<file path="src/rtl/core/bsm_pkg.sv">
// Package for the bounding sphere merge unit: shared widths and merge case codes.
// Depends on nothing.
`default_nettype none
package bsm_pkg;
	localparam int COORD_WIDTH_DEF   = 32;
	localparam int FRACTION_BITS_DEF = 16;
	localparam logic [1:0] CASE_FIRST  = 2'd0;
	localparam logic [1:0] CASE_SECOND = 2'd1;
	localparam logic [1:0] CASE_NEW    = 2'd2;
endpackage
`default_nettype wire

</file>
<file path="src/rtl/core/bsm_sqrt_stage.sv">
// One pipelined step of a restoring integer square root (one result bit).
// Depends on bsm_pkg.
`default_nettype none
module bsm_sqrt_stage #(
	parameter int NW  = 66,
	parameter int RW  = 33,
	parameter int BIT = 0
) (
	input  wire logic          clk,
	input  wire logic [NW-1:0] rad_in,
	input  wire logic [RW-1:0] root_in,
	output logic      [NW-1:0] rad_out,
	output logic      [RW-1:0] root_out
);
	import bsm_pkg::*;
	logic [NW+1:0] trial;
	logic [NW+1:0] rem_in;
	always_comb begin
		rem_in = {2'b00, rad_in};
		trial  = ({{(NW+2-RW){1'b0}}, root_in} << (BIT + 1))
			+ ({{(NW+1){1'b0}}, 1'b1} << (2 * BIT));
	end
	always_ff @(posedge clk) begin
		if (trial <= rem_in) begin
			rad_out  <= NW'(rem_in - trial);
			root_out <= root_in | (RW'(1) << BIT);
		end else begin
			rad_out  <= rad_in;
			root_out <= root_in;
		end
	end
endmodule
`default_nettype wire

</file>
<file path="config.mk">
export PLATFORM = sky130hd
export DESIGN_NAME = bsm_sqrt_stage
export DESIGN_NICKNAME = d
export VERILOG_FILES = /design/src/rtl/core/bsm_pkg.sv /design/src/rtl/core/bsm_sqrt_stage.sv
export SDC_FILE = /design/constraint.sdc
export NUM_CORES = 1
export LEC_CHECK = 0
export BUFFER_PORTS_ARGS = -buffer_cell sky130_fd_sc_hd__clkbuf_2
export CAP_MARGIN = 15
export CORE_UTILIZATION = 49
export CTS_BUF_LIST = sky130_fd_sc_hd__clkbuf_16
export CTS_CLUSTER_SIZE = 40
export DETAILED_ROUTE_END_ITERATION = 8
export MAX_ROUTING_LAYER = met4
export PLACE_DENSITY = 0.83
export SETUP_SLACK_MARGIN = 0.05
export SYNTH_ARGS = -nofsm -noshare
export SYNTH_HDL_FRONTEND = slang
export SYNTH_SLANG_ARGS = --single-unit
</file>
<file path="constraint.sdc">
create_clock -name clk -period 4 [get_ports clk]
set_clock_uncertainty 0.2 [all_clocks]
set_input_delay 0.2 -clock clk [delete_from_list [all_inputs] [get_ports clk]]
set_output_delay 0.2 -clock clk [all_outputs]
set_load 0.02 [all_outputs]
</file>
; After elaboration in Yosys (flattened, before gate mapping)
; Index checks and enable logic that the tools add are counted.
[op_classes]
n_mux = 1
order_cmp = 1
add_sub_neg = 2
[op_table]
columns = op, n
row1 = less-or-equal comparator 35 x 66 -> 1 bit, 1
row2 = two-way mux 66 bit, 1
row3 = subtractor 66 x 35 -> 66 bit, 1
row4 = adder 34 x 1 -> 35 bit (second input constant), 1
[word_totals]
wordCells = 7
reg_bits = 99
input_bits = 100
output_inout_bits = 99

; Logic depth before layout (Yosys ltp)
; Gate-level depths: netlist of run 1.
[depth]
word_depth = 3
ltp_mapped = 13
mapped_depth_nobuf = 12

; Worst setup path before layout of run 1
; No wires, ideal clock.
[synth_path]
path_type = input -> register
start = input root_in[1]
end = register rad_out[64]
n_path_buf = 0
required_ns = 3.682
arrival_time_ns = 2.811
cell_stages = 11
setup_time_ns = 0.118
path_slack_ns = 0.871
path_cell_list = inv_1 > ha_1 > nor2b_1 > o31a_1 > o31a_1 > or3_1 > a2111o_1 > a21oi_1 > nor2_1 > or3_1 > xnor2_1
[synth_between]
elab_chain_cells = 3
word_cells_on_any_way = 4
classes_between = add/sub: 2 / order compare: 1 / mux: 1
[synth_lines]
columns = element, line
row1 = start: declaration, bsm_sqrt_stage.sv:11  ; input wire logic [RW-1:0] root_in,
row2 = adder 34 x 1 -> 35 bit (*), bsm_sqrt_stage.sv:21  ; + ({{(NW+1){1'b0}}, 1'b1} << (2 * BIT));
row3 = subtractor 66 x 35 -> 66 bit / less-or-equal comparator 35 x 66 -> 1 bit (equally long branches), "bsm_sqrt_stage.sv:25, bsm_sqrt_stage.sv:24"
row4 = two-way mux 66 bit (*), bsm_sqrt_stage.sv:24  ; if (trial <= rem_in) begin
row5 = end signal: assignment, bsm_sqrt_stage.sv:25  ; rad_out <= NW'(rem_in - trial);
row6 = end signal: assignment, bsm_sqrt_stage.sv:28  ; rad_out <= rad_in;
row7 = end: declaration, bsm_sqrt_stage.sv:12  ; output logic [NW-1:0] rad_out,
; Mark *: on every way between the ends. The rest lies on a longest branch, timed or not.
; A chain may end at the register's enable or synchronous reset.

; Final worst setup path of run 1
[layout_path]
start = input root_in[1]
end = register rad_out[48]
; The elaborated chain is that of the path after synthesis.

==> impl_results.md, run 1 <==
* Outcome: completed
* Place WS at 535.8 ps
* Hold Path Origin: rad_in[35]
* Simple-gate area share of the yosys netlist at 19.68%
* Drt initial violations at 245
* Row cnt at 37
* Starting Density at 50.23%
* Tot GR Track Use at 30.58%
* First-pass GRT wire length at 26070 µm
* WP data arrival at 3810 ps
* Total power at 2.755 mW
* Worst Hold Endpoint: rad_out[35]
* DIE AREA at 0.01095 mm²
* Clk sink count at 99
* I/O pin cnt at 199
* Data required, critical path at 4070 ps
* Post-synthesis sequential area ratio at 38.39%
* Yosys warns at 0
* Core box area at 0.01028 mm²
* Worst Tran Pin Value at 706.0 ps
* Total gr overflow at 0
* Drt wl/cell at 16.06 µm
* Startpoint Class: input port
* Syn_nets at 722
* Diode count at 0
* Synthesized area per cell at 8.795 µm²
* Power Density at 368.3 mW/mm²
* H-tree levels at 3
* Ys async rst share at 0%
* Number of global-route vias before repair at 5478
* DR pass1 iterations at 6
* I/O Buffers at 198
* Compound-gate portion of the synthesized area at 16.63%
* Hold Slack at 14.25 ps
* Final core occ at 72.78%
* Clock Tree Buf Depth at 2
* GPL Wtd Cong at 0.9093
* RSZ-0062 raised after global routing: no
* Number of synthesized register bits at 99
* PnR worst setup slack at 260.5 ps
* LEAKAGE at 3.611 nW
* Inst Count DP at 901
* Post-Synthesis Cells at 587
* Fill count at 747
* DP Wirelength at 11140 µm
* Post-route cell area at 0.007480 mm²
* Setup TNS at 0 ps
* Post-route DRC at 0
* Post-Synth XOR/XNOR Area at 10.52%
* CTS tree: built
* CTS root buf: clkbuf_16
* Synth Flop Type: dfxtp_1
* Final Cycle Share at 93.49%
* Hold-critical path depth at 2
* EDFF count, synth at 0
* Vias at 5523
* Num CTS Buffers at 9
* Vert. Die Dim at 104.6 µm
* CP Capture Type: flip-flop
* Critical-path maximum fanout at 5
* Max-Cap Viols at 0
* Layout cell share with drive strength beyond 1 at 26.62%
* Antenna violations before repair at 0
* Area Overhead vs Synth at 44.89%
* F_max at 267.4 MHz
* Hold Fails Final Rpt at 0
* Slew headroom at 52.50%
* Main combinational cell family by area after synthesis: simple AND/OR/NAND/NOR gates
* Worst hold path class: input port to flip-flop
* DRT antenna net count at 0
* Setup bufs post-CTS at 0
* VDD IR max at 0.2625 mV
* Largest net degree at the start of global routing at 36
* Vias per inst at 5.441
* Slew Limit Fails at 0
* Final min period at 3740 ps
* # setup viols final at 0
* Die X-Extent at 104.6 µm
* Placed inst area at 0.006231 mm²
* Mapped Area at 0.005162 mm²
* Mux cell area share after synthesis at 1.018%
* Fin nets at 1009
* Final cell count without fillers at 1015
* Final wirelength at 16310 µm
* Adder-Cell Fraction of Synth Area at 8.628%
* Worst-path clk slew at 60 ps
* Synth unique cells at 54
* Critical path type: input port to flip-flop
-- flip-flops by register name (all words and copies together), names as in the netlist --
register	flops
rad_out	66
root_out	33
-- critical path, stage by stage --
cell,delay (ps)
dlygate4sd3_1,530
clkbuf_2,110
inv_1,50
ha_1,340
nor2b_1,180
o31a_1,260
o31a_1,270
or3_1,450
a2111o_1,490
a21oi_1,240
nor2_1,110
nor4_2,390
xor2_1,190
-- cells in the final DEF (no fill, tap or decap), drive strengths merged, types with 15 or more instances in the layout --
cell type    count
nor3            21
nand2           27
dlygate4sd3     98
xnor2           29
xor2            33
nand3           15
ha              34
a21oi           61
nor2            57
a21o            25
clkbuf         207
o21ai           16
dfxtp           99
inv             39
-- cell families after synthesis --
family                   after synthesis
multiplexers                           4
adder cells (fa/ha/maj)               35
buffers and inverters                 62
XOR/XNOR                              62
flip-flops                            99
AO/OA/AOI/OAI                        138
AND/OR/NAND/NOR                      187
-- synth_stat cells (5+ instances only) --
cell,n,area share [%]
o21ai_0,16,1.6
nor2b_1,7,0.85
nand3_1,13,1.3
xor2_1,33,5.6
nor4_1,9,1.1
a21oi_1,61,5.9
nand2_1,26,1.9
clkbuf_1,17,1.2
o21bai_1,5,0.73
a21o_1,25,3.6
inv_1,38,2.8
o211ai_1,5,0.73
or3_1,9,1.1
or4_1,7,1.0
ha_1,34,8.2
dfxtp_1,99,38
nor3_1,21,2.0
xnor2_1,29,4.9
nor2_1,57,4.1
nand4_1,12,1.5
-- metal layers --
layer / vias to the layer above / track usage (%) / share of wire (%) / wire (µm)
met3: 47 / 4.492 / 5.4 / 881
met4: 0 / 12.07 / 3.3 / 535
met5: - / - / 0 / 0
met2: 251 / 55.87 / 52 / 8560
li1: 2641 / - / - / -
met1: 2584 / 33.20 / 39 / 6327
-- final cells by class --
type / count / area [µm²] / area share (%)
multi-input cells: 426 / 2922 / 39.06
flip-flops and latches: 99 / 1982 / 26.50
inverters: 38 / 142.6 / 1.907
clock buffers: 9 / 225.2 / 3.011
well taps: 136 / 170.2 / 2.275
clock inverters: 7 / 36.28 / 0.4851
repair buffers: 300 / 2002 / 26.76
-- where the power goes --
| part | total [mW] | internal (mW) | switching, mW |
|---|---|---|---|
| combinational | 0.848 | 0.353 | 0.494 |
| clock | 0.772 | 0.413 | 0.360 |
| sequential | 1.14 | 1.10 | 0.0343 |
-- timing repair --
item / 4_1_cts / 5_1_grt
setup endpoints to repair: 0 / 1
gates resized for setup: 0 / 1
endpoints found under the hold margin: 98 / 0
hold buffers: 98 / 0
-- worst max path at each step --
stage / start / cells past startpoint / slack, ps / endpoint
after floorplan: root_in[1] / 11 / 870 / rad_out[64]
after global placement: root_in[0] / 14 / 600 / rad_out[57]
after detailed placement: root_in[0] / 14 / 540 / rad_out[57]
after global routing: root_in[1] / 13 / 120 / rad_out[48]
after CTS: rad_in[36] / 12 / 360 / rad_out[47]
final: root_in[1] / 13 / 260 / rad_out[48]
(Power assumes the default switching activity.)
==> inputs of run 2 (changes only) <==
RECOVER_POWER = 25   (was unset)
==> impl_results.md, run 2 (same netlist as run 1, synthesis figures left out) <==
* Outcome: completed
* Biggest regs: rad_out: 66 flops, root_out: 33 flops
* CTS tree: built
* First-pass GRT wire length at 26070 µm
* WP data arrival at 3800 ps
* Commonest non-fill, non-tap cell in the layout: clkbuf_2
* Critical path type: input port to flip-flop
* DP Wirelength at 11140 µm
* Largest net degree at the start of global routing at 36
* Vias at 5498
* Hold Fails Final Rpt at 0
* Die X-Extent at 104.6 µm
* Critical-path maximum fanout at 5
* Vias per inst at 5.417
* Num CTS Buffers at 9
* Worst hold path class: input port to flip-flop
* Total gr overflow at 0
* Fin nets at 1009
* Most frequent cells in the layout: 158 x clkbuf_2, 99 x dfxtp_1, 98 x dlygate4sd3_1
* Max-Cap Viols at 0
* Number of global-route vias before repair at 5478
* I/O pin cnt at 199
* Final Cycle Share at 93.21%
* DRT antenna net count at 0
* Starting Density at 50.23%
* Diode count at 0
* Core box area at 0.01028 mm²
* F_max at 268.2 MHz
* Slew headroom at 52.86%
* Max reg flops at 66
* Area Overhead vs Synth at 43.92%
* Data required, critical path at 4070 ps
* Setup bufs post-CTS at 0
* Largest register by flop count: rad_out
* Total power at 2.746 mW
* Power Density at 369.6 mW/mm²
* GPL Wtd Cong at 0.9093
* # setup viols final at 0
* Row cnt at 37
* Final wirelength at 16320 µm
* LEAKAGE at 3.492 nW
* Worst Tran Pin Value at 700.7 ps
* Layout cell share with drive strength beyond 1 at 22.07%
* Drt initial violations at 284
* DR pass1 iterations at 6
* Antenna violations before repair at 0
* Tot GR Track Use at 30.58%
* CTS root buf: clkbuf_16
* Final min period at 3729 ps
* Clock Tree Buf Depth at 2
* Drt wl/cell at 16.08 µm
* Clk sink count at 99
* Slew Limit Fails at 0
* Hold-critical path depth at 2
* I/O Buffers at 198
* Startpoint Class: input port
* VDD IR max at 0.2615 mV
* Post-route DRC at 0
* Worst-path clk slew at 60 ps
* Vert. Die Dim at 104.6 µm
* RSZ-0062 raised after global routing: no
* Fill count at 779
* Setup TNS at 0 ps
* DIE AREA at 0.01095 mm²
* H-tree levels at 3
* CP Capture Type: flip-flop
run 2: cell counts in the layout (fill, tap and decap cells not counted):
No cell type changed its count.
run 2: timing repair:
| item | CTS | global route |
|---|---|---|
| gates resized for setup | 0 | 1 |
| endpoints found under the setup margin | 0 | 1 |
| hold buffers | 98 | 0 |
| endpoints found under the hold margin | 98 | 0 |
run 2: metrics by stage:
stage | worst slack [ps] | cells | hold WS, ps | util (%) | area, µm²
floorplan | 870.9 | 587 | 27.72 | - | 5162
global placement | 598.6 | 901 | 118.9 | 60.63 | 6231
detailed placement | 535.8 | 901 | 118.2 | 60.63 | 6231
CTS | 356.6 | 1015 | 9.594 | 72.72 | 7473
global route | 116.6 | 1015 | 17.65 | 72.29 | 7430
finish | 271.4 | 1015 | 10.99 | 72.29 | 7430
run 2: worst paths after layout:
kind / startpoint / to
setup / recovery: root_in[1] / rad_out[48]
hold / removal: rad_in[35] / rad_out[35]
run 2: per-layer routing:
| layer | up-vias | GRT usage, % | part of all wire [%] |
|---|---|---|---|
| met5 | - | - | 0 |
| met4 | 0 | 12.07 | 3.3 |
| met1 | 2564 | 33.20 | 39 |
| li1 | 2640 | - | - |
| met3 | 50 | 4.492 | 5.1 |
| met2 | 244 | 55.87 | 53 |
run 2: power by group:
part	total (mW)	leakage [nW]	switching [mW]	internal [mW]
registers	1.14	0.835	0.0343	1.10
clock network	0.770	0.129	0.358	0.413
logic	0.841	2.53	0.496	0.345
total	2.75	3.49	0.887	1.86
run 2: cell type report:
cell class                      instances  area [µm²]  share of cell area (%)
Sequential cell                        99        1982                   26.68
Clock inverter                          7       36.28                  0.4884
Inverter                               38       142.6                   1.920
Clock buffer                            9       225.2                   3.031
Multi-Input combinational cell        426        2922                   39.32
Timing Repair Buffer                  300        1952                   26.27
Tap cell                              136       170.2                   2.290
run 2: critical path, stage by stage:
cell	delay, ps
dlygate4sd3_1	530
clkbuf_2	110
inv_1	40
ha_1	340
nor2b_1	180
o31a_1	260
o31a_1	270
or3_1	450
a2111o_1	490
a21oi_1	240
nor2_1	110
nor4_2	390
xor2_1	190
==> inputs of run 3 (changes only) <==
PLACE_DENSITY = 0.77   (was 0.83)
==> impl_results.md, run 3 (same netlist as run 1, synthesis figures left out) <==
* Critical path buffers and inverters at 3
* Layout cell share with drive strength beyond 1 at 22.84%
* FF+latch area at 0.001982 mm²
* RSZ-0062 raised after global routing: no
* Area of the multi-input gates at 0.002953 mm²
* Critical path type: input port to flip-flop
* Post-route DRC at 0
* Fill count at 779
* Final min period at 3832 ps
* Drt initial violations at 270
* Critical path's slowest cell: dlygate4sd3_1
* Final Cycle Share at 95.79%
* Largest net degree at the start of global routing at 35
* Crit path top cell by count: dlygate4sd3_1
* Slew headroom at 50.18%
* Data required, critical path at 4030 ps
* Area Overhead vs Synth at 45.25%
* Max-Cap Viols at 0
* Tot GR Track Use at 29.48%
* Crit path largest cell delay at 560 ps
* Vias at 5436
* # setup viols final at 0
* F_max at 261.0 MHz
* Clock Tree Buf Depth at 2
* Max reg flops at 66
* I/O Buffers at 198
* DP Wirelength at 10840 µm
* CP Capture Type: flip-flop
* Num CTS Buffers at 9
* First-pass GRT wire length at 25210 µm
* Worst hold path class: input port to flip-flop
* Vias per inst at 5.350
* Clk sink count at 99
* Outcome: completed
* LEAKAGE at 3.524 nW
* Setup TNS at 0 ps
* DIE AREA at 0.01095 mm²
* Largest register by flop count: rad_out
* Worst-path clk slew at 70 ps
* Setup bufs post-CTS at 0
* GPL Wtd Cong at 0.9151
* Fin nets at 1010
* WP data arrival at 3860 ps
* Number of global-route vias before repair at 5415
* Starting Density at 50.23%
* Biggest regs: rad_out: 66 flops, root_out: 33 flops
* Die X-Extent at 104.6 µm
* Diode count at 0
* I/O pin cnt at 199
* Startpoint Class: input port
* Inst Count DP at 901
* Final cell count without fillers at 1016
* Total gr overflow at 0
* VDD IR max at 0.2248 mV
* Most frequent cells in the layout: 161 x clkbuf_2, 99 x dlygate4sd3_1, 99 x dfxtp_1
* Worst Tran Pin Value at 740.5 ps
* Slew Limit Fails at 0
* Vert. Die Dim at 104.6 µm
* DRT antenna net count at 0
* H-tree levels at 3
* CP top delay family: simple AND/OR/NAND/NOR gates
* Final wirelength at 16160 µm
* DR pass1 iterations at 5
* Hold Fails Final Rpt at 0
* CTS root buf: clkbuf_16
* Power Density at 377.1 mW/mm²
* Commonest non-fill, non-tap cell in the layout: clkbuf_2
* Antenna violations before repair at 0
* Drt wl/cell at 15.90 µm
* Core box area at 0.01028 mm²
* Row cnt at 37
* CTS tree: built
* Critical-path maximum fanout at 12
* Worst-path cell chain: dlygate4sd3_1 > clkbuf_2 > or4_4 > or3_1 > nor2b_1 > nand3b_1 > nor4_4 > nand3_4 > nand2_4 > nor4_2 > xor2_1 > dlygate4sd3_1
-- run 3: final cells by class --
cell class                      instances  share of cell area (%)
Clock buffer                            9                   3.004
Clock inverter                          7                  0.8009
Inverter                               38                   1.902
Multi-Input combinational cell        426                   39.38
Sequential cell                        99                   26.43
Tap cell                              136                   2.269
Timing Repair Buffer                  301                   26.21
-- run 3: through the flow --
| stage | hold slack (ps) | util (%) | power (mW) | setup WS (ps) | area, µm² |
|---|---|---|---|---|---|
| floorplan | 27.72 | - | 1.636 | 870.9 | 5162 |
| global placement | 119.3 | 60.63 | 1.890 | 473.7 | 6231 |
| detailed placement | 119.4 | 60.63 | 1.900 | 502.3 | 6231 |
| CTS | 9.853 | 73.05 | 2.817 | 94.25 | 7507 |
| global route | 40.26 | 72.96 | 2.939 | 45.26 | 7498 |
| finish | 13.44 | 72.96 | 2.828 | 168.4 | 7498 |
-- run 3: routing by layer --
metal / routed length, µm / global-route usage [%]
met1: 6566 / 32.62
met2: 8212 / 51.80
met3: 827 / 4.180
met4: 552 / 14.69
met5: 0 / -
-- run 3: final timing paths --
| check | start | to | depth (start not counted) |
|---|---|---|---|
| worst min-delay path | rad_in[35] | rad_out[35] | 2 |
| worst max-delay path | rad_in[54] | rad_out[60] | 12 |
-- run 3: timing repair --
| action | 4_1_cts | 5_1_grt |
|---|---|---|
| endpoints found under the hold margin | 98 | 0 |
| hold buffers | 99 | 0 |
| gates resized for setup | 0 | 7 |
| setup endpoints to repair | 0 | 2 |
-- run 3: power breakdown --
part,switching (mW),internal (mW)
logic,0.495,0.349
clock network,0.373,0.477
registers,0.0331,1.10
total,0.901,1.93
