<file path="src/rtl/core/bsm_pkg.sv">
// Package for the bounding sphere merge unit: shared widths and merge case codes.
// Depends on nothing.
`default_nettype none
package bsm_pkg;
	localparam int COORD_WIDTH_DEF   = 32;
	localparam int FRACTION_BITS_DEF = 16;
	localparam logic [1:0] CASE_FIRST  = 2'd0;
	localparam logic [1:0] CASE_SECOND = 2'd1;
	localparam logic [1:0] CASE_NEW    = 2'd2;
endpackage
`default_nettype wire

</file>
<file path="src/rtl/core/bsm_div_stage.sv">
// One pipelined step of a restoring divider (one quotient bit).
// Depends on bsm_pkg.
`default_nettype none
module bsm_div_stage #(
	parameter int NW  = 100,
	parameter int DW  = 35,
	parameter int BIT = 0
) (
	input  wire logic          clk,
	input  wire logic [NW-1:0] rem_in,
	input  wire logic [DW-1:0] den,
	input  wire logic [NW-1:0] quo_in,
	output logic      [NW-1:0] rem_out,
	output logic      [NW-1:0] quo_out
);
	import bsm_pkg::*;
	logic [NW+DW-1:0] shifted;
	always_comb shifted = {{DW{1'b0}}, den} << BIT;
	always_ff @(posedge clk) begin
		if ({{DW{1'b0}}, rem_in} >= shifted) begin
			rem_out <= NW'({{DW{1'b0}}, rem_in} - shifted);
			quo_out <= quo_in | (NW'(1) << BIT);
		end else begin
			rem_out <= rem_in;
			quo_out <= quo_in;
		end
	end
endmodule
`default_nettype wire

</file>
<file path="config.mk">
export PLATFORM = sky130hd
export DESIGN_NAME = bsm_div_stage
export DESIGN_NICKNAME = d
export VERILOG_FILES = /design/src/rtl/core/bsm_pkg.sv /design/src/rtl/core/bsm_div_stage.sv
export SDC_FILE = /design/constraint.sdc
export NUM_CORES = 1
export LEC_CHECK = 0
export BUFFER_PORTS_ARGS = -buffer_cell sky130_fd_sc_hd__buf_2
export CAP_MARGIN = 15
export CORE_AREA = 2 2 169 171
export DETAILED_ROUTE_END_ITERATION = 10
export DIE_AREA = 0 0 171 173
export GPL_TIMING_DRIVEN = 0
export PLACE_DENSITY_LB_ADDON = 0.2
export SLEW_MARGIN = 20
export SYNTH_ARGS = -nofsm -noshare
export SYNTH_HDL_FRONTEND = slang
export SYNTH_SLANG_ARGS = --single-unit
</file>
<file path="constraint.sdc">
create_clock -name clk -period 5.37 [get_ports clk]
set_clock_uncertainty 0.15 [all_clocks]
set_input_delay 0.8055 -clock clk [delete_from_list [all_inputs] [get_ports clk]]
set_output_delay 0.8055 -clock clk [all_outputs]
set_load 0.01 [all_outputs]
</file>
---- Yosys cells after proc, flatten, opt, wreduce, memory -nomap -nowiden ----
Index checks and enable logic that the tools add are counted.
operators by class
  add/subtract/negate cells ............... 1
  $lt $le $gt $ge ......................... 1
  mux-type cells .......................... 1
operator list
  operator            number
  $ge A100 B35 Y1     1
  $mux W100           1
  $sub A100 B35 Y100  1
word-level totals
  output and inout port bits .............. 200
  register bits ........................... 200
  word-level logic and storage cells ...... 6

---- Longest topological paths before layout ----
Gate-level depths: netlist of the first run.
  word-level depth ........................ 2
  gate-level depth with buffers ........... 14
  mapped depth without buffers ............ 13

---- Worst setup path after synthesis of the first run ----
Ideal clock, no wire load.
  path kind ............................... input-to-reg
  from .................................... input port den[23]
  to ...................................... register rem_out[76]
  path buffers ............................ 2
  path slack .............................. 1,369 ps
  stages on the path ...................... 14
  arrival ................................. 3,733 ps
  data required time ...................... 5,102 ps
  path through ............................ inv_1 -> ha_1 -> buf_2 -> nand4_4 -> or4_4 -> or4_1 -> o211ai_2 -> o22ai_4 -> a211oi_4 -> nand2_2 -> nor2_2 -> buf_4 -> nand3_1 -> xnor2_1
between the ends
  longest elaborated chain between the ends .. 2
RTL lines
  element                                                       line                                      RTL
  start: declaration                                            bsm_div_stage.sv:11                       input wire logic [DW-1:0] den,
  $sub A100 B35 Y100 / $ge A100 B35 Y1 (equally long branches)  bsm_div_stage.sv:21, bsm_div_stage.sv:20
  $mux W100 *                                                   bsm_div_stage.sv:20                       if ({{DW{1'b0}}, rem_in} >= shifted) begin
  end signal: assignment                                        bsm_div_stage.sv:21                       rem_out <= NW'({{DW{1'b0}}, rem_in} - shifted);
  end signal: assignment                                        bsm_div_stage.sv:24                       rem_out <= rem_in;
  end: declaration                                              bsm_div_stage.sv:13                       output logic [NW-1:0] rem_out,
Mark *: on every way between the ends. The rest lies on a longest branch, timed or not.
A chain may end at the register's enable or synchronous reset.

---- Final worst setup path of the first run ----
  from .................................... input port rem_in[0]
  to ...................................... register rem_out[42]
between the ends
  longest elaborated chain between the ends .. 2
RTL lines
  element                                                       line                                      RTL
  start: declaration                                            bsm_div_stage.sv:10                       input wire logic [NW-1:0] rem_in,
  $sub A100 B35 Y100 / $ge A100 B35 Y1 (equally long branches)  bsm_div_stage.sv:21, bsm_div_stage.sv:20
  $mux W100 *                                                   bsm_div_stage.sv:20
Marked as above.

==> flow_summary.html, run 1 <==
<table>
<tr><th>Metric</th><th>Value</th></tr>
<tr><th colspan="2">Timing</th></tr>
<tr><td>Hold slack final</td><td>0.305 ns</td></tr>
<tr><td>Final WS setup</td><td>0.951 ns</td></tr>
<tr><td>Min Tclk post-route</td><td>4.42 ns</td></tr>
<tr><td>Final setup violation count</td><td>0</td></tr>
<tr><td>Transition time at the pin with the least slew margin</td><td>0.934 ns</td></tr>
<tr><td>Number of hold violations in the final report</td><td>0</td></tr>
<tr><td>Tightest slew margin relative to the limit</td><td>0.371</td></tr>
<tr><td>RSZ-0062 raised after global routing</td><td>false</td></tr>
<tr><td>Period Utilization, post-route</td><td>0.823</td></tr>
<tr><td>Max Slew Vio Count</td><td>0</td></tr>
<tr><td>Total negative slack</td><td>0 ns</td></tr>
<tr><td>Highest achievable clock rate</td><td>226 MHz</td></tr>
<tr><th colspan="2">Finish</th></tr>
<tr><td>Most frequent standard cell in the layout excluding fill and tap cells</td><td>buf_2</td></tr>
<tr><td>Most frequent cells in the layout</td><td>buf_2, dfxtp_1, nand2_1</td></tr>
<tr><td>Fraction of layout cells with a size suffix above 1</td><td>0.389</td></tr>
<tr><td>Post-Route Utilization</td><td>0.412</td></tr>
<tr><td>Final Cell Area</td><td>between 0.01 and 0.015 mm2</td></tr>
<tr><td>Final net count</td><td>1573</td></tr>
<tr><td>Area growth from synthesis to layout</td><td>40.1%</td></tr>
<tr><th colspan="2">Detailed routing</th></tr>
<tr><td>Detailed-route wire length per cell</td><td>18.1 um</td></tr>
<tr><td>Number of remaining DRC errors</td><td>0</td></tr>
<tr><td>DR pass1 iterations</td><td>6</td></tr>
<tr><td>Detailed Route Iter0 Violations</td><td>452</td></tr>
<tr><td>Routed wire length</td><td>30.8 mm</td></tr>
<tr><td>Via count</td><td>7767</td></tr>
<tr><td>Vias per Instance</td><td>4.58</td></tr>
<tr><td>Remaining antenna violation count</td><td>0</td></tr>
<tr><th colspan="2">Logic synthesis</th></tr>
<tr><td>Count of state elements after synthesis</td><td>200</td></tr>
<tr><td>Primary flip-flop cell chosen by synthesis mapping</td><td>dfxtp_1</td></tr>
<tr><td>Count of warnings emitted by yosys</td><td>0</td></tr>
<tr><td>Area of the mapped netlist</td><td>0.00813 mm2</td></tr>
<tr><td>Net count after synthesis</td><td>approximately 1100</td></tr>
<tr><td>Seq/Total Area, Yosys</td><td>0.492</td></tr>
<tr><td>Count of flip-flops with a built-in enable after synthesis</td><td>0</td></tr>
<tr><td>Async set-reset flop share out of synthesis</td><td>0</td></tr>
<tr><td>Number of cells produced by synthesis</td><td>847</td></tr>
<tr><td>Number of distinct library cells after synthesis</td><td>between 60 and 70</td></tr>
<tr><td>Mean instance size in the synthesized netlist</td><td>9.60 um2</td></tr>
<tr><th colspan="2">Worst setup path</th></tr>
<tr><td>Cell family with the largest share of critical-path delay</td><td>compound AO/OA/AOI/OAI gates</td></tr>
<tr><td>Crit path max-delay cell type</td><td>a2111oi_0</td></tr>
<tr><td>Number of buffers and inverters on the critical path</td><td>2</td></tr>
<tr><td>Largest fanout on the critical path</td><td>4</td></tr>
<tr><td>Critical path start-end classification</td><td>in2reg</td></tr>
<tr><td>Critical path startpoint category</td><td>input port</td></tr>
<tr><td>Crit-path cells</td><td>buf_2 -&gt; inv_1 -&gt; ha_1 -&gt; fa_1 -&gt; nor2b_1 -&gt; o31a_1 -&gt; a221oi_2 -&gt; o21ai_1 -&gt; a21oi_1 -&gt; o41ai_1 -&gt; a211oi_1 -&gt; o31ai_1 -&gt; a2111oi_0 -&gt; xor2_1</td></tr>
<tr><td>Arrival time reported for the critical path endpoint</td><td>4.55 ns</td></tr>
<tr><td>Max stage delay on crit path</td><td>0.61 ns</td></tr>
<tr><td>Critical Path Sink Type</td><td>flop</td></tr>
<tr><td>Data required time of the critical path</td><td>5.50 ns</td></tr>
<tr><th colspan="2">Pwr</th></tr>
<tr><td>Total power per unit cell area</td><td>317 mW/mm2</td></tr>
<tr><td>Leakage dissipation</td><td>5.35 nW</td></tr>
<tr><td>Maximum vdd drop</td><td>approximately 0.00019 V</td></tr>
<tr><th colspan="2">Die</th></tr>
<tr><td>Area enclosed by the die boundary</td><td>0.0296 mm2</td></tr>
<tr><td>Core area</td><td>around 0.028 mm2</td></tr>
<tr><td>Starting utilization of the core area</td><td>0.294</td></tr>
<tr><td>Number of core rows</td><td>61</td></tr>
<tr><td>Width of the die</td><td>around 170 um</td></tr>
<tr><td>Die Y-Extent</td><td>about 170 um</td></tr>
<tr><td># IOs</td><td>436</td></tr>
<tr><th colspan="2">GRT</th></tr>
<tr><td>All-layer global routing usage</td><td>0.203</td></tr>
<tr><td>Via count of the first global-routing pass</td><td>around 7700</td></tr>
<tr><td>Pin count of the biggest net entering global routing</td><td>22</td></tr>
<tr><td>Overflow after GRT</td><td>0</td></tr>
<tr><td>Initial antenna violation count</td><td>11</td></tr>
<tr><td>Wire length of the first global-routing pass</td><td>45.1 mm</td></tr>
<tr><th colspan="2">Clocking</th></tr>
<tr><td>Post CTS Setup Buffer Count</td><td>0</td></tr>
<tr><td>Quantity of gates resized following cts</td><td>0</td></tr>
<tr><td>CTS tree</td><td>built</td></tr>
<tr><td>Hold-fix buffer count after cts</td><td>0</td></tr>
<tr><td>Buffer levels on the longest clock path</td><td>2</td></tr>
<tr><td>CTS clock-pin slew for the worst setup and hold paths</td><td>0.08 ns</td></tr>
<tr><td>Num Clock Sinks</td><td>200</td></tr>
<tr><td>Num CTS Buffers</td><td>17</td></tr>
<tr><td>Clock H-tree levels</td><td>4</td></tr>
<tr><td>Clock root buffer</td><td>clkbuf_16</td></tr>
<tr><th colspan="2">Placed design</th></tr>
<tr><td>Placed instance area</td><td>about 0.011 mm2</td></tr>
<tr><td>Final HPWL from detailed placement</td><td>25.9 mm</td></tr>
<tr><td>Setup WS pre-CTS</td><td>about 0.44 ns</td></tr>
<tr><td>Port Buffers</td><td>about 440</td></tr>
<tr><td>Routability congestion estimate from global placement</td><td>between 0.8 and 0.9</td></tr>
<tr><th colspan="2">Worst hold path</th></tr>
<tr><td>Class of the tightest hold or removal check</td><td>in2reg</td></tr>
<tr><td>Hold endpoint</td><td>quo_out[79]</td></tr>
<tr><td>Start point of the worst hold path</td><td>quo_in[79]</td></tr>
<tr><td>Number of instances on the worst hold path</td><td>1</td></tr>
<tr><th colspan="2">Run</th></tr>
<tr><td>Max_cap viols</td><td>0</td></tr>
<tr><th colspan="2">Run status</th></tr>
<tr><td>Status</td><td>finished clean</td></tr>
</table>
==> layer usage <==
metal / GRT usage / part of all wire
met1: 0.212 / 0.37
met3: 0.0488 / 0.064
met4: 0.0664 / 0.023
met2: 0.391 / 0.54
met5: 0 / 0.0011
==> cell usage after synthesis (3+ instances only) <==
| cell | count | area share |
|---|---|---|
| o21a_1 | 5 | 0.0046 |
| buf_2 | 7 | 0.0043 |
| nor2_1 | 50 | 0.023 |
| a211oi_1 | 8 | 0.0074 |
| xnor2_1 | 45 | 0.048 |
| nor3_1 | 20 | 0.012 |
| nor4_1 | 21 | 0.016 |
| or2_2 | 3 | 0.0023 |
| nand2b_1 | 9 | 0.0069 |
| nor4_2 | 8 | 0.012 |
| nor2b_1 | 5 | 0.0038 |
| or3_1 | 5 | 0.0038 |
| o21ai_0 | 58 | 0.036 |
| and2_1 | 4 | 0.0031 |
| xor2_1 | 49 | 0.053 |
| a21oi_1 | 36 | 0.022 |
| o21bai_1 | 3 | 0.0028 |
| nand2_1 | 90 | 0.042 |
| inv_1 | 46 | 0.021 |
| dfxtp_1 | 200 | 0.49 |
| o21ai_1 | 4 | 0.0025 |
| a21o_1 | 21 | 0.019 |
| buf_4 | 5 | 0.0046 |
| clkbuf_1 | 12 | 0.0055 |
| or4_1 | 11 | 0.010 |
| nand3_1 | 23 | 0.014 |
| nand3b_1 | 4 | 0.0037 |
| ha_1 | 35 | 0.054 |
| nand4_1 | 15 | 0.012 |
==> worst max-delay path by stage <==
stage / start / endpoint / slack, ns / depth (start not counted)
after floorplan: den[23] / rem_out[76] / 1.37 / 14
after detailed placement: rem_in[0] / rem_out[42] / 0.44 / 14
after global placement: rem_in[8] / rem_out[42] / 0.44 / 12
after global routing: rem_in[0] / rem_out[42] / 0.50 / 14
final: rem_in[0] / rem_out[42] / 0.95 / 14
after CTS: rem_in[0] / rem_out[42] / 0.91 / 14
==> area by class of cell <==
type / count / area, um2
Inverter: 46 / 173
Multi-Input combinational cell: 575 / 3810
Clock inverter: 15 / 170
Clock buffer: 17 / 425
Sequential cell: 200 / 4000
Tap cell: 378 / 473
Buffer: 26 / 140
Timing Repair Buffer: 435 / 2180
Fill cell: 2867 / 16200
Antenna cell: 5 / 12.5
==> per-stage QoR <==
step	total power, mW	instances
after detailed placement	2.35	1660
final	3.61	1697
after global routing	3.78	1695
after CTS	3.65	1692
after global placement	2.34	1660
after floorplan	2.01	847
==> cells by family (layout without fill, tap and decap cells) <==
family | Yosys count | after routing | synth area share
xor gates and xnor gates | 94 | 94 | 0.101
and+or+nand+nor | 287 | 287 | 0.187
AOI/OAI and AO/OA | 158 | 158 | 0.124
buffers and inverters | 72 | 539 | 0.0385
adders and majority gates | 36 | 36 | 0.0563
DFF | 200 | 200 | 0.492
other | 0 | 5 | 0
==> report_power, final <==
part / switching [mW] / total (mW) / internal [mW]
logic: 0.387 / 0.670 / 0.283
clock network: 0.669 / 1.30 / 0.635
registers: 0.0283 / 1.64 / 1.61
==> registers in the layout, summed over array words and instances (netlist names) <==
name and flops:
quo_out 100, rem_out 100
No activity file was read; power rests on OpenSTA's default activity.
==> inputs of run 2 (changes only) <==
--- a/config.mk
+++ b/config.mk
@@ -5,11 +5,13 @@
 export SDC_FILE = /design/constraint.sdc
 export NUM_CORES = 1
 export LEC_CHECK = 0
+export ABC_AREA = 1
 export BUFFER_PORTS_ARGS = -buffer_cell sky130_fd_sc_hd__buf_2
 export CAP_MARGIN = 15
-export CORE_AREA = 2 2 169 171
+export CORE_ASPECT_RATIO = 1.2
+export CORE_MARGIN = 2
+export CORE_UTILIZATION = 40
 export DETAILED_ROUTE_END_ITERATION = 10
-export DIE_AREA = 0 0 171 173
 export GPL_TIMING_DRIVEN = 0
 export PLACE_DENSITY_LB_ADDON = 0.2
 export SLEW_MARGIN = 20
==> constraint.sdc (replaced) <==
create_clock -name clk -period 3.6 [get_ports clk]
set_clock_uncertainty 0.15 [all_clocks]
set_input_delay 0.54 -clock clk [delete_from_list [all_inputs] [get_ports clk]]
set_output_delay 0.54 -clock clk [all_outputs]
set_load 0.01 [all_outputs]
==> flow_summary.html, run 2 <==
<table>
<tr><th>Metric</th><th>Value</th></tr>
<tr><th colspan="2">Detailed routing</th></tr>
<tr><td>Met3 routed WL</td><td>roughly 3.3 mm</td></tr>
<tr><td>Uppermost routed layer</td><td>met5</td></tr>
<tr><td>Number of remaining DRC errors</td><td>0</td></tr>
<tr><td>Routed length on met1</td><td>18.7 mm</td></tr>
<tr><td>Routed wire length</td><td>50.5 mm</td></tr>
<tr><td>Vias per Instance</td><td>a little under 5</td></tr>
<tr><td>Detailed-route wire length per cell</td><td>about 20 um</td></tr>
<tr><td>DR pass1 iterations</td><td>6</td></tr>
<tr><td>Detailed Route Iter0 Violations</td><td>1064</td></tr>
<tr><td>Total length of routed met2 wires</td><td>around 26 mm</td></tr>
<tr><td>Remaining antenna violation count</td><td>0</td></tr>
<tr><td>Via count</td><td>about 13000</td></tr>
<tr><th colspan="2">Logic synthesis</th></tr>
<tr><td>Mean instance size in the synthesized netlist</td><td>around 6.4 um2</td></tr>
<tr><td>Most area-hungry cell type in the Yosys netlist</td><td>dfxtp_1</td></tr>
<tr><td>Count of warnings emitted by yosys</td><td>0</td></tr>
<tr><td>Primary flip-flop cell chosen by synthesis mapping</td><td>dfxtp_1</td></tr>
<tr><td>Area of the mapped netlist</td><td>approximately 0.011 mm2</td></tr>
<tr><td>Count of state elements after synthesis</td><td>200</td></tr>
<tr><td>Net count after synthesis</td><td>2005</td></tr>
<tr><td>Most frequent cell after synthesis</td><td>nand2_1</td></tr>
<tr><td>Seq/Total Area, Yosys</td><td>0.359</td></tr>
<tr><td>Count of flip-flops with a built-in enable after synthesis</td><td>0</td></tr>
<tr><td>Async set-reset flop share out of synthesis</td><td>0</td></tr>
<tr><td>Most numerous cell types in the synthesized netlist</td><td>nand2_1, inv_1, nor2_1, dfxtp_1, nand3_1</td></tr>
<tr><td>Number of cells produced by synthesis</td><td>1733</td></tr>
<tr><td>Number of distinct library cells after synthesis</td><td>34</td></tr>
<tr><td>Top-area cell type share of the netlist area</td><td>0.359</td></tr>
<tr><td>Top cells by area in the synthesized netlist</td><td>dfxtp_1, nand2_1, inv_1</td></tr>
<tr><th colspan="2">Pwr</th></tr>
<tr><td>Internal Power</td><td>3.84 mW</td></tr>
<tr><td>Switching fraction of total power</td><td>0.339</td></tr>
<tr><td>Maximum vdd drop</td><td>0.000340 V</td></tr>
<tr><td>Power spent charging and discharging nets</td><td>1.97 mW</td></tr>
<tr><td>Part of the power in the clock network</td><td>0.356</td></tr>
<tr><td>Leakage dissipation</td><td>7.33 nW</td></tr>
<tr><td>Sequential Power Share</td><td>0.422</td></tr>
<tr><td>Total power per unit cell area</td><td>around 400 mW/mm2</td></tr>
<tr><td>Power share of the combinational group</td><td>0.222</td></tr>
<tr><th colspan="2">Worst setup path</th></tr>
<tr><td>Arrival time reported for the critical path endpoint</td><td>roughly 3.2 ns</td></tr>
<tr><td>Crit-path cells</td><td>buf_2 -&gt; inv_1 -&gt; nand2_1 -&gt; nor2_1 -&gt; nand3_1 -&gt; nor2_2 -&gt; nand2_1 -&gt; nor2_2 -&gt; nor2_4 -&gt; nand3_4 -&gt; inv_4 -&gt; buf_8 -&gt; buf_8 -&gt; a21oi_2</td></tr>
<tr><td>Critical path start-end classification</td><td>in2reg</td></tr>
<tr><td>Critical path startpoint category</td><td>input port</td></tr>
<tr><td>Critical Path Sink Type</td><td>flop</td></tr>
<tr><td>Max stage delay on crit path</td><td>0.54 ns</td></tr>
<tr><td>Data required time of the critical path</td><td>approximately 3.8 ns</td></tr>
<tr><td>Largest fanout on the critical path</td><td>10</td></tr>
<tr><td>Crit path max-delay cell type</td><td>nor2_1</td></tr>
<tr><th colspan="2">Die</th></tr>
<tr><td>Width of the die</td><td>roughly 160 um</td></tr>
<tr><td>Number of core rows</td><td>67</td></tr>
<tr><td>Die Y-Extent</td><td>187 um</td></tr>
<tr><td>Starting utilization of the core area</td><td>0.403</td></tr>
<tr><td>Core area</td><td>~0.028 mm2</td></tr>
<tr><td>Area enclosed by the die boundary</td><td>around 0.029 mm2</td></tr>
<tr><td># IOs</td><td>approximately 440</td></tr>
<tr><th colspan="2">Clocking</th></tr>
<tr><td>Quantity of gates resized following cts</td><td>0</td></tr>
<tr><td>Clock root buffer</td><td>clkbuf_16</td></tr>
<tr><td>Buffer levels on the longest clock path</td><td>2</td></tr>
<tr><td>Clock H-tree levels</td><td>4</td></tr>
<tr><td>Post CTS Setup Buffer Count</td><td>0</td></tr>
<tr><td>Num Clock Sinks</td><td>200</td></tr>
<tr><td>Num CTS Buffers</td><td>17</td></tr>
<tr><td>CTS tree</td><td>built</td></tr>
<tr><td>Hold-fix buffer count after cts</td><td>0</td></tr>
<tr><td>CTS clock-pin slew for the worst setup and hold paths</td><td>0.10 ns</td></tr>
<tr><th colspan="2">GRT</th></tr>
<tr><td>Initial antenna violation count</td><td>12</td></tr>
<tr><td>Overflow after GRT</td><td>0</td></tr>
<tr><td>Via count of the first global-routing pass</td><td>11900</td></tr>
<tr><td>Pin count of the biggest net entering global routing</td><td>25</td></tr>
<tr><td>Wire length of the first global-routing pass</td><td>71.2 mm</td></tr>
<tr><td>All-layer global routing usage</td><td>0.336</td></tr>
<tr><th colspan="2">Finish</th></tr>
<tr><td>Most frequent cells in the layout</td><td>nand2_1, buf_2, inv_1</td></tr>
<tr><td>Fraction of layout cells with a size suffix above 1</td><td>0.258</td></tr>
<tr><td>Most frequent standard cell in the layout excluding fill and tap cells</td><td>nand2_1</td></tr>
<tr><td>Post-Route Utilization</td><td>0.522</td></tr>
<tr><td>Fill cell count</td><td>2873</td></tr>
<tr><td>Area growth from synthesis to layout</td><td>29.3%</td></tr>
<tr><td>Final Cell Area</td><td>0.0144 mm2</td></tr>
<tr><td>Biggest regs</td><td>quo_out (100), rem_out (100)</td></tr>
<tr><td>Final net count</td><td>2459</td></tr>
<tr><th colspan="2">Placed design</th></tr>
<tr><td>Placed instance area</td><td>0.0138 mm2</td></tr>
<tr><td>Final HPWL from detailed placement</td><td>between 40 and 50 mm</td></tr>
<tr><td>Routability congestion estimate from global placement</td><td>1.04</td></tr>
<tr><td>Port Buffers</td><td>435</td></tr>
<tr><th colspan="2">Run</th></tr>
<tr><td>Max_cap viols</td><td>0</td></tr>
<tr><th colspan="2">Timing</th></tr>
<tr><td>Min Tclk post-route</td><td>2.97 ns</td></tr>
<tr><td>Final setup violation count</td><td>0</td></tr>
<tr><td>Transition time at the pin with the least slew margin</td><td>0.790 ns</td></tr>
<tr><td>Number of hold violations in the final report</td><td>0</td></tr>
<tr><td>Max Slew Vio Count</td><td>0</td></tr>
<tr><td>Hold slack final</td><td>roughly 0.021 ns</td></tr>
<tr><td>Tightest slew margin relative to the limit</td><td>0.469</td></tr>
<tr><td>Total negative slack</td><td>0 ns</td></tr>
<tr><td>Highest achievable clock rate</td><td>337 MHz</td></tr>
<tr><td>RSZ-0062 raised after global routing</td><td>false</td></tr>
<tr><td>Period Utilization, post-route</td><td>0.825</td></tr>
<tr><th colspan="2">Run status</th></tr>
<tr><td>Status</td><td>finished clean</td></tr>
<tr><th colspan="2">Worst hold path</th></tr>
<tr><td>Class of the tightest hold or removal check</td><td>in2reg</td></tr>
</table>
[run 2: critical path, delay by kind of cell]
kind                   cells  cell delay [ns]
AOI/OAI and AO/OA          1             0.19
buffers and inverters      5             0.74
and+or+nand+nor            8             1.68
[run 2: kinds of logic after synthesis]
kind of cell	after synthesis	share of synthesized area
and+or+nand+nor	1006	0.380
buffers and inverters	308	0.111
DFF	200	0.359
AOI/OAI and AO/OA	151	0.0834
adders and majority gates	36	0.0410
xor gates and xnor gates	32	0.0251
[run 2: layer usage]
layer  vias to the layer above  track usage
met3                       110       0.0602
li1                       6256            -
met4                         4        0.194
met1                      5773        0.361
met2                       545        0.611
met5                         -            0
[run 2: area by class of cell]
| type | count | area, um2 | share of cell area |
|---|---|---|---|
| diodes | 8 | 20.0 | 0.00139 |
| flip-flops and latches | 200 | 4000 | 0.277 |
| repair buffers | 435 | 2180 | 0.151 |
| multi-input cells | 1225 | 5910 | 0.410 |
| plain buffers | 14 | 135 | 0.00936 |
| clock buffers | 17 | 425 | 0.0295 |
| well taps | 345 | 432 | 0.0299 |
| clock inverters | 15 | 219 | 0.0152 |
| inverters | 294 | 1110 | 0.0766 |
[run 2: power groups by stage]
stage / Clock [mW] / Sequential, mW / Combinational [mW]
detailed placement: 0 / 2.50 / 1.28
floorplan: 0 / 2.60 / 0.549
finish: 2.07 / 2.45 / 1.29
CTS: 2.11 / 2.45 / 1.29
global route: 2.19 / 2.47 / 1.39
global placement: 0 / 2.50 / 1.27
[run 2: worst paths after layout]
check       start     endpoint  slack, ns  depth (start not counted)
max    rem_in[96]  rem_out[74]       0.63                         14
min     quo_in[4]   quo_out[4]       0.02                          1
[run 2: through the flow]
stage | total power, mW | cells | setup slack, ns
global route | 6.05 | 2552 | 0.521
CTS | 5.85 | 2545 | 0.721
global placement | 3.78 | 2513 | 0.232
floorplan | 3.15 | 1733 | 1.03
detailed placement | 3.78 | 2513 | 0.264
finish | 5.81 | 2553 | 0.630
==> inputs of run 3 (changes only) <==
--- a/config.mk
+++ b/config.mk
@@ -5,13 +5,12 @@
 export SDC_FILE = /design/constraint.sdc
 export NUM_CORES = 1
 export LEC_CHECK = 0
-export ABC_AREA = 1
+export ABC_AREA = 0
 export BUFFER_PORTS_ARGS = -buffer_cell sky130_fd_sc_hd__buf_2
 export CAP_MARGIN = 15
-export CORE_ASPECT_RATIO = 1.2
-export CORE_MARGIN = 2
-export CORE_UTILIZATION = 40
+export CORE_AREA = 2 2 169 171
 export DETAILED_ROUTE_END_ITERATION = 10
+export DIE_AREA = 0 0 171 173
 export GPL_TIMING_DRIVEN = 0
 export PLACE_DENSITY_LB_ADDON = 0.2
 export SLEW_MARGIN = 20
==> constraint.sdc (replaced) <==
create_clock -name clk -period 2.6 [get_ports clk]
set_clock_uncertainty 0.15 [all_clocks]
set_input_delay 0.39 -clock clk [delete_from_list [all_inputs] [get_ports clk]]
set_output_delay 0.39 -clock clk [all_outputs]
set_load 0.01 [all_outputs]
==> flow_summary.html, run 3 (synthesis results as in run 1) <==
<table>
<tr><th>Metric</th><th>Value</th></tr>
<tr><th colspan="2">Worst hold path</th></tr>
<tr><td>Start point of the worst hold path</td><td>rem_in[12]</td></tr>
<tr><td>Class of the tightest hold or removal check</td><td>in2reg</td></tr>
<tr><td>Number of instances on the worst hold path</td><td>3</td></tr>
<tr><td>Hold endpoint</td><td>rem_out[12]</td></tr>
<tr><th colspan="2">Finish</th></tr>
<tr><td>Most frequent cells in the layout</td><td>buf_2, dfxtp_1, dlygate4sd3_1</td></tr>
<tr><td>Fill cell count</td><td>2513</td></tr>
<tr><td>Fraction of layout cells with a size suffix above 1</td><td>0.494</td></tr>
<tr><td>Most frequent standard cell in the layout excluding fill and tap cells</td><td>buf_2</td></tr>
<tr><td>Area growth from synthesis to layout</td><td>81.5%</td></tr>
<tr><td>Final net count</td><td>1748</td></tr>
<tr><td>Biggest regs</td><td>quo_out (100), rem_out (100)</td></tr>
<tr><td>Post-Route Utilization</td><td>0.534</td></tr>
<tr><th colspan="2">Pwr</th></tr>
<tr><td>Part of the power in the clock network</td><td>0.348</td></tr>
<tr><td>Power spent charging and discharging nets</td><td>2.47 mW</td></tr>
<tr><td>Total power per unit cell area</td><td>551 mW/mm2</td></tr>
<tr><td>Maximum vdd drop</td><td>0.000387 V</td></tr>
<tr><td>Switching fraction of total power</td><td>0.304</td></tr>
<tr><td>Internal Power</td><td>5.65 mW</td></tr>
<tr><td>Sequential Power Share</td><td>0.417</td></tr>
<tr><td>Leakage dissipation</td><td>6.71 nW</td></tr>
<tr><td>Power share of the combinational group</td><td>0.235</td></tr>
<tr><th colspan="2">Detailed routing</th></tr>
<tr><td>Via count</td><td>a little under 9000</td></tr>
<tr><td>Vias per Instance</td><td>4.64</td></tr>
<tr><td>Detailed-route wire length per cell</td><td>18.2 um</td></tr>
<tr><td>Remaining antenna violation count</td><td>0</td></tr>
<tr><td>Routed wire length</td><td>34.1 mm</td></tr>
<tr><td>Number of remaining DRC errors</td><td>0</td></tr>
<tr><td>DR pass1 iterations</td><td>5</td></tr>
<tr><td>Detailed Route Iter0 Violations</td><td>404</td></tr>
<tr><th colspan="2">Timing</th></tr>
<tr><td>Max Slew Vio Count</td><td>0</td></tr>
<tr><td>Final WS setup</td><td>-0.647 ns</td></tr>
<tr><td>Tightest slew margin relative to the limit</td><td>0.420</td></tr>
<tr><td>Hold slack final</td><td>approximately 0.0095 ns</td></tr>
<tr><td>Transition time at the pin with the least slew margin</td><td>roughly 0.87 ns</td></tr>
<tr><td>RSZ-0062 raised after global routing</td><td>true</td></tr>
<tr><td>Min Tclk post-route</td><td>around 3.2 ns</td></tr>
<tr><td>Total negative slack</td><td>-34.56 ns</td></tr>
<tr><td>Highest achievable clock rate</td><td>308 MHz</td></tr>
<tr><td>Number of hold violations in the final report</td><td>0</td></tr>
<tr><td>Final setup violation count</td><td>101</td></tr>
<tr><td>Period Utilization, post-route</td><td>1.25</td></tr>
<tr><th colspan="2">Die</th></tr>
<tr><td>Starting utilization of the core area</td><td>0.294</td></tr>
<tr><td>Die Y-Extent</td><td>173 um</td></tr>
<tr><td># IOs</td><td>about 440</td></tr>
<tr><td>Number of core rows</td><td>61</td></tr>
<tr><td>Area enclosed by the die boundary</td><td>0.0296 mm2</td></tr>
<tr><td>Core area</td><td>approximately 0.028 mm2</td></tr>
<tr><td>Width of the die</td><td>about 170 um</td></tr>
<tr><th colspan="2">Clocking</th></tr>
<tr><td>Buffer levels on the longest clock path</td><td>2</td></tr>
<tr><td>Clock root buffer</td><td>clkbuf_16</td></tr>
<tr><td>CTS clock-pin slew for the worst setup and hold paths</td><td>0.08 ns</td></tr>
<tr><td>Num Clock Sinks</td><td>200</td></tr>
<tr><td>Num CTS Buffers</td><td>17</td></tr>
<tr><td>Clock H-tree levels</td><td>4</td></tr>
<tr><td>CTS tree</td><td>built</td></tr>
<tr><th colspan="2">Worst setup path</th></tr>
<tr><td>Critical path start-end classification</td><td>in2reg</td></tr>
<tr><td>Crit-path cells</td><td>buf_12 -&gt; or4_4 -&gt; nand4b_1 -&gt; or4_4 -&gt; o211ai_4 -&gt; o22ai_4 -&gt; buf_12 -&gt; buf_12 -&gt; a211oi_4 -&gt; o21ai_4 -&gt; or3_1 -&gt; xnor2_1</td></tr>
<tr><td>Top cell by count, worst path</td><td>buf_12</td></tr>
<tr><td>Critical Path Sink Type</td><td>flop</td></tr>
<tr><td>Arrival time reported for the critical path endpoint</td><td>3.43 ns</td></tr>
<tr><td>Crit path max-delay cell type</td><td>or4_4</td></tr>
<tr><td>Max stage delay on crit path</td><td>0.60 ns</td></tr>
<tr><td>Number of buffers and inverters on the critical path</td><td>3</td></tr>
<tr><td>Critical path startpoint category</td><td>input port</td></tr>
<tr><td>Largest fanout on the critical path</td><td>6</td></tr>
<tr><td>Cell family with the largest share of critical-path delay</td><td>simple AND/OR/NAND/NOR gates</td></tr>
<tr><td>Data required time of the critical path</td><td>between 2 and 3 ns</td></tr>
<tr><th colspan="2">Placed design</th></tr>
<tr><td>Final HPWL from detailed placement</td><td>24.9 mm</td></tr>
<tr><td>Port Buffers</td><td>~440</td></tr>
<tr><td>Setup WS pre-CTS</td><td>-1.57 ns</td></tr>
<tr><td>Routability congestion estimate from global placement</td><td>~0.84</td></tr>
<tr><th colspan="2">Run status</th></tr>
<tr><td>Failing checks</td><td>setup timing</td></tr>
<tr><td>Status</td><td>complete, but fails checks</td></tr>
<tr><th colspan="2">GRT</th></tr>
<tr><td>Pin count of the biggest net entering global routing</td><td>22</td></tr>
<tr><td>Wire length of the first global-routing pass</td><td>49.2 mm</td></tr>
<tr><td>Initial antenna violation count</td><td>5</td></tr>
<tr><td>Via count of the first global-routing pass</td><td>8685</td></tr>
<tr><td>All-layer global routing usage</td><td>0.218</td></tr>
<tr><td>Overflow after GRT</td><td>0</td></tr>
<tr><th colspan="2">Run</th></tr>
<tr><td>Max_cap viols</td><td>0</td></tr>
</table>
==> run 3: repair_timing <==
action / CTS / global route
gates cloned: 1 / 2
setup buffers: 43 / 29
gates resized for setup: 93 / 152
endpoints found under the setup margin: 101 / 101
hold buffers: 111 / 3
hold endpoints to repair: 111 / 3
pin swaps: 48 / 81
==> run 3: metrics by stage <==
step / total power, mW / area [um2] / instances
floorplan: 4.25 / 8710 / 847
global placement: 4.95 / 11400 / 1660
detailed placement: 4.96 / 11400 / 1660
CTS: 8.05 / 13800 / 1840
global route: 8.50 / 14800 / 1870
finish: 8.12 / 14800 / 1870
==> run 3: power by group through the flow <==
stage / clock network, mW / registers, mW / logic, mW
4_1_cts: 2.89 / 3.39 / 1.77
2_1_floorplan: 0 / 3.61 / 0.647
5_1_grt: 3.02 / 3.41 / 2.06
3_5_place_dp: 0 / 3.46 / 1.50
6_report: 2.82 / 3.39 / 1.91
3_3_place_gp: 0 / 3.46 / 1.50
==> run 3: how the worst max path moves through the flow <==
| stage | cells past startpoint | end | from |
|---|---|---|---|
| 3_3_place_gp | 12 | rem_out[76] | rem_in[74] |
| 5_1_grt | 12 | rem_out[87] | rem_in[86] |
| 3_5_place_dp | 12 | rem_out[76] | rem_in[74] |
| 4_1_cts | 14 | rem_out[87] | rem_in[23] |
| 6_report | 12 | rem_out[95] | rem_in[86] |
| 2_1_floorplan | 14 | rem_out[87] | den[16] |
==> run 3: final cells by class <==
type                       count  area (um2)  area share
multi-input combinational    575        5050       0.342
timing repair buffer         620        4170       0.283
sequential                   200        4000       0.271
tap                          378         473      0.0321
clock buffer                  17         425      0.0288
inverter                      46         220      0.0149
buffer                        16         210      0.0142
clock inverter                15         198      0.0134
antenna                        3        7.51    0.000509
==> run 3: routing by layer <==
layer,GRT usage,vias up,routed length (um)
li1,-,4188,-
met1,0.250,4126,13300
met2,0.394,315,17800
met3,0.0410,48,2060
met4,0.0865,2,949
met5,0,-,7
==> run 3: tightest hold or removal path, cell delays in order <==
cell,delay (ns)
buf_6,0.08
nand2_1,0.04
o21ai_1,0.06
